### config.mk
export PLATFORM = sky130hd
export DESIGN_NAME = midpoint_ellipse_rasterizer
export DESIGN_NICKNAME = d
export VERILOG_FILES = /design/src/mer_pkg.sv /design/src/mer_front.sv /design/src/mer_outq.sv /design/src/mer_core.sv /design/src/midpoint_ellipse_rasterizer.sv
export SDC_FILE = /design/constraint.sdc
export NUM_CORES = 2
export LEC_CHECK = 0
export BUFFER_PORTS_ARGS = -buffer_cell sky130_fd_sc_hd__buf_4
export CORE_MARGIN = 2
export CORE_UTILIZATION = 30
export DETAILED_ROUTE_END_ITERATION = 10
export PLACE_DENSITY_LB_ADDON = 0.3
export SETUP_SLACK_MARGIN = 0.02
export SKIP_LAST_GASP = 1
export SLEW_MARGIN = 40
export SYNTH_ARGS = -nofsm -noshare
export SYNTH_HDL_FRONTEND = slang
export SYNTH_SLANG_ARGS = --single-unit
### constraint.sdc
create_clock -name i_clk -period 13.6 [get_ports i_clk]
set_input_delay 2.04 -clock i_clk [delete_from_list [all_inputs] [get_ports i_clk]]
set_output_delay 2.04 -clock i_clk [all_outputs]
set_load 0.02 [all_outputs]
### src/mer_pkg.sv
// ----------------------------------------------------------------------------
// mer_pkg
// Shared types and constants for the midpoint ellipse rasterizer.
// ----------------------------------------------------------------------------
package mer_pkg;

    typedef enum logic {
        OP_START = 1'b0,
        OP_STEP  = 1'b1
    } t_op;

    typedef enum logic [1:0] {
        PH_IDLE,
        PH_R1,
        PH_R2,
        PH_DONE
    } t_phase;

    typedef enum logic [3:0] {
        B_IDLE,
        B_SMUL,
        B_SFIN,
        B_EMUL,
        B_RND,
        B_EMIT,
        B_NOTE,
        B_UPD1,
        B_UPD2
    } t_bstate;

    typedef struct packed {
        logic avail;
        t_op  op;
    } t_cmd_ctl;

    typedef struct packed {
        logic valid;
        logic last;
        logic done;
    } t_res_flags;

    localparam int CMDQ_DEPTH = 2;
    localparam int OUTQ_DEPTH = 2;

    localparam logic [2:0] SMUL_LAST = 3'd2;
    localparam logic [2:0] EMUL_LAST = 3'd5;
    localparam logic [1:0] EMIT_LAST = 2'd3;

endpackage

### src/mer_front.sv
// ----------------------------------------------------------------------------
// mer_front
// Command queue: accepts items, decodes the opcode and holds them for the core.
// ----------------------------------------------------------------------------
module mer_front #(
    parameter int AXIS_BITS  = 11,
    parameter int COORD_BITS = 16
) (
    input  logic                          i_clk,
    input  logic                          i_rst_n,
    input  logic                          i_push,
    output logic                          o_full,
    input  logic                          i_opcode,
    input  logic signed [COORD_BITS-1:0]  i_center_x,
    input  logic signed [COORD_BITS-1:0]  i_center_y,
    input  logic        [AXIS_BITS-1:0]   i_radius_x,
    input  logic        [AXIS_BITS-1:0]   i_radius_y,
    input  logic                          i_pop,
    output mer_pkg::t_cmd_ctl             o_ctl,
    output logic signed [COORD_BITS-1:0]  o_cx,
    output logic signed [COORD_BITS-1:0]  o_cy,
    output logic        [AXIS_BITS-1:0]   o_rx,
    output logic        [AXIS_BITS-1:0]   o_ry
);
    import mer_pkg::*;

    localparam int AW = (CMDQ_DEPTH > 1) ? $clog2(CMDQ_DEPTH) : 1;
    localparam int CW = $clog2(CMDQ_DEPTH + 1);

    t_op                         r_mop [CMDQ_DEPTH];
    logic signed [COORD_BITS-1:0] r_mcx [CMDQ_DEPTH];
    logic signed [COORD_BITS-1:0] r_mcy [CMDQ_DEPTH];
    logic        [AXIS_BITS-1:0]  r_mrx [CMDQ_DEPTH];
    logic        [AXIS_BITS-1:0]  r_mry [CMDQ_DEPTH];

    logic [AW-1:0] r_wr, n_wr;
    logic [AW-1:0] r_rd, n_rd;
    logic [CW-1:0] r_cnt, n_cnt;
    logic          w_wen;
    logic          w_ren;
    t_op           w_op;

    assign o_full = (r_cnt == CW'(CMDQ_DEPTH));
    assign w_wen  = i_push && !o_full;
    assign w_ren  = i_pop && (r_cnt != '0);
    assign w_op   = i_opcode ? OP_STEP : OP_START;

    always_comb begin
        n_wr = r_wr;
        n_rd = r_rd;
        n_cnt = r_cnt;
        if (w_wen) begin
            n_wr = (r_wr == AW'(CMDQ_DEPTH - 1)) ? '0 : r_wr + AW'(1);
        end
        if (w_ren) begin
            n_rd = (r_rd == AW'(CMDQ_DEPTH - 1)) ? '0 : r_rd + AW'(1);
        end
        if (w_wen && !w_ren) begin
            n_cnt = r_cnt + CW'(1);
        end else if (!w_wen && w_ren) begin
            n_cnt = r_cnt - CW'(1);
        end
    end

    always_ff @(posedge i_clk) begin
        if (!i_rst_n) begin
            r_wr  <= '0;
            r_rd  <= '0;
            r_cnt <= '0;
        end else begin
            r_wr  <= n_wr;
            r_rd  <= n_rd;
            r_cnt <= n_cnt;
        end
    end

    always_ff @(posedge i_clk) begin
        if (w_wen) begin
            r_mop[r_wr] <= w_op;
            r_mcx[r_wr] <= i_center_x;
            r_mcy[r_wr] <= i_center_y;
            r_mrx[r_wr] <= i_radius_x;
            r_mry[r_wr] <= i_radius_y;
        end
    end

    assign o_ctl.avail = (r_cnt != '0);
    assign o_ctl.op    = r_mop[r_rd];
    assign o_cx        = r_mcx[r_rd];
    assign o_cy        = r_mcy[r_rd];
    assign o_rx        = r_mrx[r_rd];
    assign o_ry        = r_mry[r_rd];

endmodule

### src/mer_outq.sv
// ----------------------------------------------------------------------------
// mer_outq
// Result queue between the core and the output port.
// ----------------------------------------------------------------------------
module mer_outq #(
    parameter int PXW = 17
) (
    input  logic                   i_clk,
    input  logic                   i_rst_n,
    input  logic                   i_push,
    output logic                   o_full,
    input  logic signed [PXW-1:0]  i_x,
    input  logic signed [PXW-1:0]  i_y,
    input  mer_pkg::t_res_flags    i_flags,
    input  logic                   i_pop,
    output logic                   o_empty,
    output logic signed [PXW-1:0]  o_x,
    output logic signed [PXW-1:0]  o_y,
    output mer_pkg::t_res_flags    o_flags
);
    import mer_pkg::*;

    localparam int AW = (OUTQ_DEPTH > 1) ? $clog2(OUTQ_DEPTH) : 1;
    localparam int CW = $clog2(OUTQ_DEPTH + 1);

    logic signed [PXW-1:0] r_mx [OUTQ_DEPTH];
    logic signed [PXW-1:0] r_my [OUTQ_DEPTH];
    t_res_flags            r_mf [OUTQ_DEPTH];

    logic [AW-1:0] r_wr, n_wr;
    logic [AW-1:0] r_rd, n_rd;
    logic [CW-1:0] r_cnt, n_cnt;
    logic          w_wen;
    logic          w_ren;

    assign o_full  = (r_cnt == CW'(OUTQ_DEPTH));
    assign o_empty = (r_cnt == '0);
    assign w_wen   = i_push && !o_full;
    assign w_ren   = i_pop && !o_empty;

    always_comb begin
        n_wr = r_wr;
        n_rd = r_rd;
        n_cnt = r_cnt;
        if (w_wen) begin
            n_wr = (r_wr == AW'(OUTQ_DEPTH - 1)) ? '0 : r_wr + AW'(1);
        end
        if (w_ren) begin
            n_rd = (r_rd == AW'(OUTQ_DEPTH - 1)) ? '0 : r_rd + AW'(1);
        end
        if (w_wen && !w_ren) begin
            n_cnt = r_cnt + CW'(1);
        end else if (!w_wen && w_ren) begin
            n_cnt = r_cnt - CW'(1);
        end
    end

    always_ff @(posedge i_clk) begin
        if (!i_rst_n) begin
            r_wr  <= '0;
            r_rd  <= '0;
            r_cnt <= '0;
        end else begin
            r_wr  <= n_wr;
            r_rd  <= n_rd;
            r_cnt <= n_cnt;
        end
    end

    always_ff @(posedge i_clk) begin
        if (w_wen) begin
            r_mx[r_wr] <= i_x;
            r_my[r_wr] <= i_y;
            r_mf[r_wr] <= i_flags;
        end
    end

    assign o_x     = r_mx[r_rd];
    assign o_y     = r_my[r_rd];
    assign o_flags = r_mf[r_rd];

endmodule

### src/mer_core.sv
// ----------------------------------------------------------------------------
// mer_core
// Back end: setup and region-2 multiplies, mirrored pixel emission, status items and decision update.
// ----------------------------------------------------------------------------
module mer_core #(
    parameter int AXIS_BITS  = 11,
    parameter int COORD_BITS = 16
) (
    input  logic                           i_clk,
    input  logic                           i_rst_n,
    input  mer_pkg::t_cmd_ctl              i_cmd,
    input  logic signed [COORD_BITS-1:0]   i_cx,
    input  logic signed [COORD_BITS-1:0]   i_cy,
    input  logic        [AXIS_BITS-1:0]    i_rx,
    input  logic        [AXIS_BITS-1:0]    i_ry,
    output logic                           o_cmd_pop,
    input  logic                           i_res_full,
    output logic                           o_res_push,
    output logic signed [COORD_BITS:0]     o_res_x,
    output logic signed [COORD_BITS:0]     o_res_y,
    output mer_pkg::t_res_flags            o_res_flags
);
    import mer_pkg::*;

    localparam int A       = AXIS_BITS;
    localparam int XW      = A + 2;
    localparam int MW      = 2 * A + 6;
    localparam int DW_FULL = 4 * A + 6;
    localparam int DW      = (DW_FULL > 64) ? 64 : DW_FULL;
    localparam int PXW     = COORD_BITS + 1;
    localparam int PW      = (PXW > XW) ? PXW : XW;

    t_bstate r_st, n_st;
    t_phase  r_ph;
    t_phase  r_ph_after;

    logic [2:0] r_k;
    logic [1:0] r_cnt;
    logic       r_br;

    logic signed [COORD_BITS-1:0] r_cx, r_cy;
    logic        [A-1:0]          r_rx, r_ry;
    logic        [2*A-1:0]        r_rx2, r_ry2;
    logic signed [XW-1:0]         r_x, r_y;
    logic signed [DW-1:0]         r_xt, r_yt, r_d, r_q, r_acc;
    logic        [MW-1:0]         r_t1, r_t2;
    logic        [2*MW-1:0]       r_prod;

    logic        [MW-1:0]   w_ma, w_mb;
    logic        [2*MW-1:0] w_mul;
    logic signed [DW-1:0]   w_pd;
    logic signed [DW-1:0]   w_rx2d, w_ry2d;
    logic signed [DW-1:0]   w_rnd;
    logic signed [XW:0]     w_ym;
    logic        [XW:0]     w_ymag;
    logic        [MW-1:0]   w_xx;
    logic                   w_cross;
    logic                   w_start;
    logic signed [PW-1:0]   w_xe, w_ye, w_cxe, w_cye;
    logic signed [PW-1:0]   w_xp, w_xm, w_yp, w_ym2;

    assign w_pd    = signed'(r_prod[DW-1:0]);
    assign w_rx2d  = signed'(DW'(r_rx2));
    assign w_ry2d  = signed'(DW'(r_ry2));
    assign w_rnd   = (r_q + (r_q[DW-1] ? DW'(1) : DW'(2))) >>> 2;
    assign w_ym    = (XW+1)'(r_y) - (XW+1)'(1);
    assign w_ymag  = w_ym[XW] ? unsigned'(-w_ym) : unsigned'(w_ym);
    assign w_xx    = (MW'(unsigned'(r_x)) << 1) | MW'(1);
    assign w_cross = (r_xt > r_yt);
    assign w_start = (i_cmd.op == OP_START);
    assign w_mul   = w_ma * w_mb;

    assign w_xe  = PW'(r_x);
    assign w_ye  = PW'(r_y);
    assign w_cxe = PW'(r_cx);
    assign w_cye = PW'(r_cy);
    assign w_xp  = w_cxe + w_xe;
    assign w_xm  = w_cxe - w_xe;
    assign w_yp  = w_cye + w_ye;
    assign w_ym2 = w_cye - w_ye;

    // next state
    always_comb begin
        n_st = r_st;
        unique case (r_st)
            B_IDLE: begin
                if (i_cmd.avail) begin
                    if (w_start) begin
                        n_st = B_SMUL;
                    end else if (r_ph == PH_IDLE || r_ph == PH_DONE) begin
                        n_st = B_NOTE;
                    end else begin
                        n_st = B_EMIT;
                    end
                end
            end
            B_SMUL: begin
                if (r_k == SMUL_LAST) n_st = B_SFIN;
            end
            B_SFIN: n_st = B_RND;
            B_EMUL: begin
                if (r_k == EMUL_LAST) n_st = B_RND;
            end
            B_RND:  n_st = B_IDLE;
            B_EMIT: begin
                if (!i_res_full && r_cnt == EMIT_LAST) n_st = B_UPD1;
            end
            B_NOTE: begin
                if (!i_res_full) n_st = B_IDLE;
            end
            B_UPD1: n_st = B_UPD2;
            B_UPD2: begin
                if (r_ph == PH_R1 && (w_cross || r_y[XW-1])) begin
                    n_st = B_EMUL;
                end else begin
                    n_st = B_IDLE;
                end
            end
            default: n_st = B_IDLE;
        endcase
    end

    // outputs and multiplier operands
    always_comb begin
        o_cmd_pop   = (r_st == B_IDLE) && i_cmd.avail;
        o_res_push  = 1'b0;
        o_res_x     = '0;
        o_res_y     = '0;
        o_res_flags = '0;
        w_ma        = '0;
        w_mb        = '0;
        unique case (r_st)
            B_SMUL: begin
                unique case (r_k)
                    3'd0:    begin w_ma = MW'(r_rx);  w_mb = MW'(r_rx); end
                    3'd1:    begin w_ma = MW'(r_ry);  w_mb = MW'(r_ry); end
                    default: begin w_ma = MW'(r_rx2); w_mb = MW'(r_ry); end
                endcase
            end
            B_EMUL: begin
                unique case (r_k)
                    3'd0:    begin w_ma = w_xx;         w_mb = w_xx;         end
                    3'd1:    begin w_ma = MW'(w_ymag);  w_mb = MW'(w_ymag);  end
                    3'd2:    begin w_ma = MW'(r_ry2);   w_mb = r_t1;         end
                    3'd3:    begin w_ma = MW'(r_rx2);   w_mb = r_t2;         end
                    default: begin w_ma = MW'(r_rx2);   w_mb = MW'(r_ry2);   end
                endcase
            end
            B_EMIT: begin
                o_res_push        = !i_res_full;
                o_res_flags.valid = 1'b1;
                o_res_flags.last  = (r_cnt == EMIT_LAST);
                unique case (r_cnt)
                    2'd0:    begin o_res_x = w_xp[PXW-1:0]; o_res_y = w_yp[PXW-1:0];  end
                    2'd1:    begin o_res_x = w_xm[PXW-1:0]; o_res_y = w_ym2[PXW-1:0]; end
                    2'd2:    begin o_res_x = w_xp[PXW-1:0]; o_res_y = w_ym2[PXW-1:0]; end
                    default: begin o_res_x = w_xm[PXW-1:0]; o_res_y = w_yp[PXW-1:0];  end
                endcase
            end
            B_NOTE: begin
                o_res_push       = !i_res_full;
                o_res_flags.last = 1'b1;
                o_res_flags.done = (r_ph == PH_DONE);
            end
            default: begin
            end
        endcase
    end

    always_ff @(posedge i_clk) begin
        if (!i_rst_n) begin
            r_st <= B_IDLE;
            r_ph <= PH_IDLE;
        end else begin
            r_st <= n_st;
            if (r_st == B_RND) begin
                r_ph <= r_ph_after;
            end else if (r_st == B_UPD2 && r_ph == PH_R2 && r_y[XW-1]) begin
                r_ph <= PH_DONE;
            end
        end
    end

    always_ff @(posedge i_clk) begin
        r_prod <= w_mul;
        unique case (r_st)
            B_IDLE: begin
                r_k   <= '0;
                r_cnt <= '0;
                if (o_cmd_pop && w_start) begin
                    r_cx <= i_cx;
                    r_cy <= i_cy;
                    r_rx <= i_rx;
                    r_ry <= i_ry;
                end
            end
            B_SMUL: begin
                r_k <= r_k + 3'd1;
                if (r_k == 3'd1) r_rx2 <= r_prod[2*A-1:0];
                if (r_k == 3'd2) r_ry2 <= r_prod[2*A-1:0];
            end
            B_SFIN: begin
                r_q        <= (w_ry2d <<< 2) - (w_pd <<< 2) + w_rx2d;
                r_yt       <= w_pd <<< 1;
                r_xt       <= '0;
                r_x        <= '0;
                r_y        <= signed'(XW'(r_ry));
                r_ph_after <= PH_R1;
            end
            B_EMUL: begin
                r_k <= r_k + 3'd1;
                unique case (r_k)
                    3'd1: r_t1 <= r_prod[MW-1:0];
                    3'd2: r_t2 <= r_prod[MW-1:0];
                    3'd3: r_acc <= w_pd;
                    3'd4: r_acc <= r_acc + (w_pd <<< 2);
                    3'd5: begin
                        r_q        <= r_acc - (w_pd <<< 2);
                        r_ph_after <= r_y[XW-1] ? PH_DONE : PH_R2;
                    end
                    default: begin
                    end
                endcase
            end
            B_RND: begin
                r_d <= w_rnd;
            end
            B_EMIT: begin
                if (!i_res_full) r_cnt <= r_cnt + 2'd1;
            end
            B_UPD1: begin
                if (r_ph == PH_R1) begin
                    r_x  <= r_x + XW'(1);
                    r_xt <= r_xt + (w_ry2d <<< 1);
                    r_br <= r_d[DW-1];
                    if (!r_d[DW-1]) begin
                        r_y  <= r_y - XW'(1);
                        r_yt <= r_yt - (w_rx2d <<< 1);
                    end
                end else begin
                    r_y  <= r_y - XW'(1);
                    r_yt <= r_yt - (w_rx2d <<< 1);
                    r_br <= (r_d != '0) && !r_d[DW-1];
                    if (r_d == '0 || r_d[DW-1]) begin
                        r_x  <= r_x + XW'(1);
                        r_xt <= r_xt + (w_ry2d <<< 1);
                    end
                end
            end
            B_UPD2: begin
                r_k <= '0;
                if (r_ph == PH_R1) begin
                    r_d <= r_d + w_ry2d + r_xt - (r_br ? DW'(0) : r_yt);
                end else begin
                    r_d <= r_d + w_rx2d - r_yt + (r_br ? DW'(0) : r_xt);
                end
            end
            default: begin
            end
        endcase
    end

    a_push_src: assert property (@(posedge i_clk) disable iff (!i_rst_n)
        o_res_push |-> (r_st == B_EMIT || r_st == B_NOTE))
        else $error("result pushed outside emit or status state");

    a_last_emit: assert property (@(posedge i_clk) disable iff (!i_rst_n)
        (o_res_push && r_st == B_EMIT) |-> (o_res_flags.last == (r_cnt == EMIT_LAST)))
        else $error("last flag not on fourth pixel");

    a_start_r1: assert property (@(posedge i_clk) disable iff (!i_rst_n)
        (r_st == B_SFIN) |=> (r_st == B_RND && r_ph_after == PH_R1))
        else $error("start setup did not enter region 1");

    a_y_floor: assert property (@(posedge i_clk) disable iff (!i_rst_n)
        (r_st == B_IDLE && (r_ph == PH_R1 || r_ph == PH_R2)) |-> !r_y[XW-1])
        else $error("tracing phase with negative y");

    a_smul_k: assert property (@(posedge i_clk) disable iff (!i_rst_n)
        (r_st == B_SMUL) |-> (r_k <= SMUL_LAST))
        else $error("setup multiply counter out of range");

endmodule

### src/midpoint_ellipse_rasterizer.sv
// ----------------------------------------------------------------------------
// midpoint_ellipse_rasterizer
// Two-region midpoint ellipse rasterizer with queue-style ports.
// ----------------------------------------------------------------------------
// Input channel: push/full. Opcode start loads centre and semi-axes and gives
// no result; opcode step traces one point and gives four mirrored pixels, the
// fourth marked last. A step before any start, or after the curve is done,
// gives one status item with last set (and curve_done set after completion).
// Result channel: empty/pop; the oldest result is on the ports while empty is
// low. Items are held in a two-entry command queue and a two-entry result
// queue, so the core runs on while the receiver stalls, until the result
// queue fills; the core then waits with no loss.
// Sequence per item, set by the core sequencer and its single multiplier:
//   start: 3 multiplies, combine, rounding
//   step: pop, 4 pixels at one per cycle while the result queue has room,
//         a decision update in UPD1 then UPD2, and on the step that moves
//         into region 2 also 5 multiplies and rounding
//   status step: pop, then one status item once the result queue has room
// Reset (synchronous, active low) empties both queues and returns to idle.
// ----------------------------------------------------------------------------
module midpoint_ellipse_rasterizer #(
    parameter int AXIS_BITS  = 11,
    parameter int COORD_BITS = 16
) (
    input  logic                          i_clk,
    input  logic                          i_rst_n,
    input  logic                          push,
    output logic                          full,
    input  logic                          i_opcode,
    input  logic signed [COORD_BITS-1:0]  i_center_x,
    input  logic signed [COORD_BITS-1:0]  i_center_y,
    input  logic        [AXIS_BITS-1:0]   i_radius_x,
    input  logic        [AXIS_BITS-1:0]   i_radius_y,
    output logic                          empty,
    input  logic                          pop,
    output logic signed [COORD_BITS:0]    o_pixel_x,
    output logic signed [COORD_BITS:0]    o_pixel_y,
    output logic                          o_pixel_valid,
    output logic                          o_last_of_step,
    output logic                          o_curve_done
);
    import mer_pkg::*;

    t_cmd_ctl                     w_cmd;
    logic signed [COORD_BITS-1:0] w_cx, w_cy;
    logic        [AXIS_BITS-1:0]  w_rx, w_ry;
    logic                         w_cmd_pop;
    logic                         w_res_full;
    logic                         w_res_push;
    logic signed [COORD_BITS:0]   w_res_x, w_res_y;
    t_res_flags                   w_res_flags;
    t_res_flags                   w_out_flags;

    mer_front #(
        .AXIS_BITS  (AXIS_BITS),
        .COORD_BITS (COORD_BITS)
    ) u_front (
        .i_clk      (i_clk),
        .i_rst_n    (i_rst_n),
        .i_push     (push),
        .o_full     (full),
        .i_opcode   (i_opcode),
        .i_center_x (i_center_x),
        .i_center_y (i_center_y),
        .i_radius_x (i_radius_x),
        .i_radius_y (i_radius_y),
        .i_pop      (w_cmd_pop),
        .o_ctl      (w_cmd),
        .o_cx       (w_cx),
        .o_cy       (w_cy),
        .o_rx       (w_rx),
        .o_ry       (w_ry)
    );

    mer_core #(
        .AXIS_BITS  (AXIS_BITS),
        .COORD_BITS (COORD_BITS)
    ) u_core (
        .i_clk       (i_clk),
        .i_rst_n     (i_rst_n),
        .i_cmd       (w_cmd),
        .i_cx        (w_cx),
        .i_cy        (w_cy),
        .i_rx        (w_rx),
        .i_ry        (w_ry),
        .o_cmd_pop   (w_cmd_pop),
        .i_res_full  (w_res_full),
        .o_res_push  (w_res_push),
        .o_res_x     (w_res_x),
        .o_res_y     (w_res_y),
        .o_res_flags (w_res_flags)
    );

    mer_outq #(
        .PXW (COORD_BITS + 1)
    ) u_outq (
        .i_clk   (i_clk),
        .i_rst_n (i_rst_n),
        .i_push  (w_res_push),
        .o_full  (w_res_full),
        .i_x     (w_res_x),
        .i_y     (w_res_y),
        .i_flags (w_res_flags),
        .i_pop   (pop),
        .o_empty (empty),
        .o_x     (o_pixel_x),
        .o_y     (o_pixel_y),
        .o_flags (w_out_flags)
    );

    assign o_pixel_valid  = w_out_flags.valid;
    assign o_last_of_step = w_out_flags.last;
    assign o_curve_done   = w_out_flags.done;

endmodule
# == Word level (Yosys, flattened, before mapping) ==
# Memory sizes are Yosys's and may differ from the RTL's. A register that Yosys moved wholly into a read port is not among the register bits.
# Index checks and enable logic that the tools add are counted.
# Widths: inputs -> output; s select.
# word_totals
output_inout_bits,39
inputBits,59
memories,8
word_cells,228
ramBits,184
ff_bits,448
# mem_list
name,words,width,read_ports,rd_ports_with_merged_regs,write_ports,line_no,text
u_outq.r_mx,2,17,1,1,1,mer_outq.sv:26,logic signed [PXW-1:0] r_mx [OUTQ_DEPTH];
u_outq.r_my,2,17,1,1,1,mer_outq.sv:27,logic signed [PXW-1:0] r_my [OUTQ_DEPTH];
u_front.r_mcx,2,16,1,1,1,mer_front.sv:31,logic signed [COORD_BITS-1:0] r_mcx [CMDQ_DEPTH];
u_front.r_mcy,2,16,1,1,1,mer_front.sv:32,logic signed [COORD_BITS-1:0] r_mcy [CMDQ_DEPTH];
u_front.r_mrx,2,11,1,1,1,mer_front.sv:33,logic [AXIS_BITS-1:0] r_mrx [CMDQ_DEPTH];
u_front.r_mry,2,11,1,1,1,mer_front.sv:34,logic [AXIS_BITS-1:0] r_mry [CMDQ_DEPTH];
2 more memories,n/a,n/a,n/a,n/a,n/a,n/a,
# op_classes
order_cmp,1
mux,74
reduce_logical,59
eq_ne,29
n_addsub,31
n_mul,1
n_bitwise,1
# ops
operator,count
$pmux 50 s2,5
$mux 50,8
$add 50x50->50,4
$add 50x23->50,3
$sub 50x50->50,3
$pmux 28 s2,2
$pmux 28 s4,1
$mux 17,4
$pmux 22 s3,1
$mux 13,4
$pmux 13 s2,2
$add 50x24->50,1
$gt 50x50->1,1
$logic_not 50->1,1
$mul 28x28->50,1
$reduce_bool 50->1,1
$sub 25x50->50,1
$sub 50x24->50,1
$pmux 22 s2,1
$add 16x13->17,2
$sub 16x13->17,2
$pmux 4 s8,1
$mux 1,22
$mux 2,11
39 further kinds,113

# == Logic depth before layout (Yosys ltp) ==
# depth
depth_word,8
depth_mapped,41
mapped_depth_nobuf,39

# == By module ==
# From an unflattened synthesis, not the netlist that was laid out.
# hier_totals
hier_cells,7530
hier_area_um2,70385.0
# by_module_without_submodules
module,area_each_um2,cells_per_inst,instances,seq_area_each_um2
mer_core,63264.4,7194,1,14213.6
mer_front,4220.3,196,1,3403.3
mer_outq,2900.3,140,1,2322.2

# == Worst setup path before layout ==
# Ideal clock, no wire load.
# synth_timing
kind,register to register
startpoint,reg u_core.r_y[0]
endpoint,reg u_core.r_prod[48]
period_less_slack_ps,9382
slack_ps,4218
required_ps,13476
setup_time_ps,124
arrival_time_ps,9259
stages_incl_launch_ff,37
n_path_buf,2
path_cell_list,edfxtp_1 inv_1 ha_1 nor3b_1 xor2_1 or3_1 or2_1 nor3_1 a21oi_1 xnor2_1 a22oi_1 a21oi_1 clkbuf_1 nand2_1 fa_1 inv_1 fa_1 inv_1 fa_1 inv_1 fa_1 inv_1 fa_1 inv_1 fa_1 fa_1 ha_1 clkbuf_1 nand3_1 nor3_1 a311oi_1 o41ai_1 a21oi_1 o21a_1 a21oi_1 mux2i_1 nand3_1
# synth_between
elab_chain_len,6
elab_cells_between_ends,8
cone_classes,add/sub: 2; mul: 1; mux: 5
# synth_lines
element,line_no,text
from (decl),mer_core.sv:44,"logic signed [XW-1:0] r_x, r_y;"
from (signal assigned),mer_core.sv:207,r_y <= signed'(XW'(r_ry));
from (signal assigned),mer_core.sv:237,r_y <= r_y - XW'(1);
from (signal assigned),mer_core.sv:241,r_y <= r_y - XW'(1);
$sub 13x2->14 *,mer_core.sv:66,assign w_ym = (XW+1)'(r_y) - (XW+1)'(1);
$neg 14->14,mer_core.sv:67,assign w_ymag = w_ym[XW] ? unsigned'(-w_ym) : unsigned'(w_ym);
$mux 14 *,mer_core.sv:67,
$pmux 28 s4 or $pmux 22 s3 (tied branches),mer_core.sv:141,unique case (r_k)
$pmux 28 s2,mer_core.sv:132,unique case (r_st)
$mul 28x28->50 *,mer_core.sv:71,assign w_mul = w_ma * w_mb;
via u_core.w_mul[48],mer_core.sv:50,logic [2*MW-1:0] w_mul;
to (signal assigned),mer_core.sv:185,r_prod <= w_mul;
to (decl),mer_core.sv:47,logic [2*MW-1:0] r_prod;
# Mark *: on every way through the listed nets, which the timed path passes. The rest lies on a longest branch.
# A chain may end at the register's enable or synchronous reset.

# == Final worst setup path ==
# layout_timing
startpoint,reg u_core.r_y[0]
endpoint,reg u_core.r_prod[49]
# The elaborated chain is that of the path after synthesis.

==> impl_metrics.toml <==
[cells_and_area]
syn_to_final_growth_pct = 10.9
final_cell_mix = "inv_1, nand2_1, fa_1, nor2_1"
nNetsFinal = 9042
stdcell_area_sq_um = 78800
drive_above_1_share_pct = 7.12
final_common_cell = "inv_1"
fin_cells = 10901
final_util_pct = 33.5

[place]
place_area_sq_um = 76000
place_hpwl_microns = 184000
placed_cells = 10745
place.gp.congestion = 0.933
port_buffers = 97

[clock_network]
cts_resized = 0
clkSinkCount = 686
cts_made_buffers = 83
h-tree-depth = 3
clk_latency_ps = 740
postCtsSetupBuffers = 0
clockBufferDepth = 3
clockRootBuffer = "clkbuf_16"
ctsHoldBuffers = 0
cts_tree = "built"
cts.clk_slew.worst_paths_ps = 60

[critical_path]
cpMostUsedCell = "fa_1"
cp_num_buf_inv = 5
crit_path_start_kind = "register"
worstPathArrival_ps = 11850
path_delay_family = "adder cells"
crit_path_max_incr_delay_ps = 670
cpMaxStageDelayCell = "o21a_1"
path_max_fanout = 15
r2r_start = "u_core.r_y[0]"
endpoint_kind = "register"
criticalPathCategory = "reg2reg"
startpoint = "u_core.r_y[0]"
worstPathRequired_ps = 14180

[hold_path]
worstHoldPathType = "reg2reg"
holdCritStartpoint = "u_core.r_acc[0]"

[pwr]
ir_drop_v = 0.000119
p_per_area_nw_per_um2 = 186
power.leakage_uw = 0.0340

[timing]
tns_ps = 0
max_freq_mhz = 88.7
skew_ps = 55.1
maxSlewHeadroom_pct = 36.0
fin_crit_ps = 11270
tightest_slew_ps = 960
drv_slew = 0
setup_violations = 0
post-route-period-util_pct = 82.9
rsz0062_at_grt = "false"
finalHoldViolCount = 0

[grt]
grt_util_met3_pct = 2.95
gr-total-overflow = 0
global_route.usage.met1_pct = 27.0
met2_usage_pct = 29.8
track_usage_pct = 19.2
grt_pass1_wl_microns = 354000
grt_antenna_before_repair = 12
grt_busiest_layer = "met2"
grt_pass1_vias = 55993
grt_max_degree = 98

[floorplanning]
rows = 178
io_pins = 98
die_y_microns = 491
start_util_pct = 30.2
dieWidth_microns = 491
core_area_sq_um = 235000
dieArea_sq_um = 241000

[yosys]
synth_top_flop_cell = "edfxtp_1"
ys_ff_latch = 686
synth.distinct_cells = 93
synth_seq_area_share_pct = 28.0
synthesis.nets = 9024
yosysTopAreaCell = "edfxtp_1"
yosys_warnings = 0
synthTopCellsByArea = "edfxtp_1, fa_1, ha_1"
netlist.area_leader.share_pct = 26.2
avgSynthCellArea_sq_um = 9.28
synth_edf_count = 620
synth_cells = 7662
syn_area_sq_um = 71100
async_flop_share_pct = 0

[route]
ant_nets = 0
drc = 0
vias_per_cell = 5.14
via_count = 56024
drtIter0Drc = 4936
wirelength_microns = 236000
post_drt_wl_per_cell_microns = 21.7
firstDrtPassIters = 7

[status]
status = "finished clean"

[run]
maxCapViolCount = 0
==> power by group <==
group | total [uW] | switching [uW] | internal [uW]
Combinational | 9000 | 5640 | 3360
Clock | 2370 | 1040 | 1320
Sequential | 3320 | 429 | 2890
Total | 14700 | 7110 | 7570
==> area by class of cell <==
type | count | area (sq um)
repair buffers | 228 | 1790
fillers | 24241 | 157000
clock buffers | 102 | 2200
inverters | 1266 | 4750
diodes | 3 | 7.51
multi-input cells | 5415 | 45600
well taps | 3150 | 3940
clock inverters | 51 | 623
flip-flops and latches | 686 | 19900
==> path summary, 6_finish.rpt <==
check | depth (start not counted) | to | slack, ps
worst max-delay path | 35 | u_core.r_prod[49] | 2330
worst min-delay path | 2 | u_core.r_q[0] | 520
worst max register to register | 35 | u_core.r_prod[49] | 2330
worst min register to register | 2 | u_core.r_q[0] | 520
==> worst min-delay path, stage by stage, from the launching register on <==
cell	delay, ps
edfxtp_1	330
nand2_1	50
nand2_1	50
==> cells by family (layout without fill, tap and decap cells) <==
logic type | count (synthesis) | after routing | share of synthesized area, %
buf+inv | 1561 | 1647 | 8.28
fa+ha+maj | 1303 | 1303 | 30.1
mux | 110 | 110 | 1.72
simple gates | 2140 | 2140 | 13.7
compound gates | 1406 | 1406 | 12.5
other cells | 0 | 3 | 0
flops | 686 | 686 | 28.0
xor+xnor | 456 | 456 | 5.62
==> state kept, by name (all words and copies together) (netlist names), 28 cells and up, named ones only <==
| register | cells |
|---|---|
| u_core.r_q | 50 |
| u_core.r_yt | 49 |
| u_core.r_t2 | 28 |
| u_outq.r_my | 34 |
| u_core.r_d | 50 |
| u_core.r_xt | 49 |
| u_core.r_acc | 50 |
| u_outq.r_mx | 34 |
| u_front.r_mcy | 32 |
| u_core.r_prod | 50 |
| u_core.r_t1 | 28 |
| u_front.r_mcx | 32 |
==> metrics by stage <==
step	hold slack (ps)	worst slack (ps)	total power, uW
6_report	521	2330	14700
5_1_grt	545	1660	15700
4_1_cts	521	2340	14600
3_5_place_dp	510	2430	12200
3_3_place_gp	500	2460	12100
2_1_floorplan	452	4220	9440
==> cell usage after synthesis, types with 14 or more instances <==
cell type	count
o21ai_0	330
o31ai_1	23
or4_1	20
nand4_1	55
nor2b_1	53
inv_1	1259
o21bai_1	54
a22oi_1	16
or3_1	45
nor3_1	104
nand3_1	110
o21a_1	54
and2_1	60
a211oi_1	58
xor2_1	134
xnor2_1	322
a21o_1	148
mux2i_1	15
nand2b_1	110
and3_1	54
o21ai_1	14
a222oi_1	16
buf_2	20
a21oi_1	424
clkbuf_1	258
a31oi_1	45
a221oi_1	15
nand2_1	762
edfxtp_1	620
o211ai_1	35
buf_1	17
fa_1	682
a21boi_0	14
nor4_1	40
dfxtp_1	66
nor3b_1	18
ha_1	621
nor2_1	651
a22o_1	17
mux2_2	95
==> layer usage <==
layer  up-vias  routed length, microns
li1      25541                       -
met1     27938                  105000
met2      2137                  104000
met3       406                   18000
met4         2                    9550
met5         -                      16
Note: power is estimated with default switching activity, not from simulation.
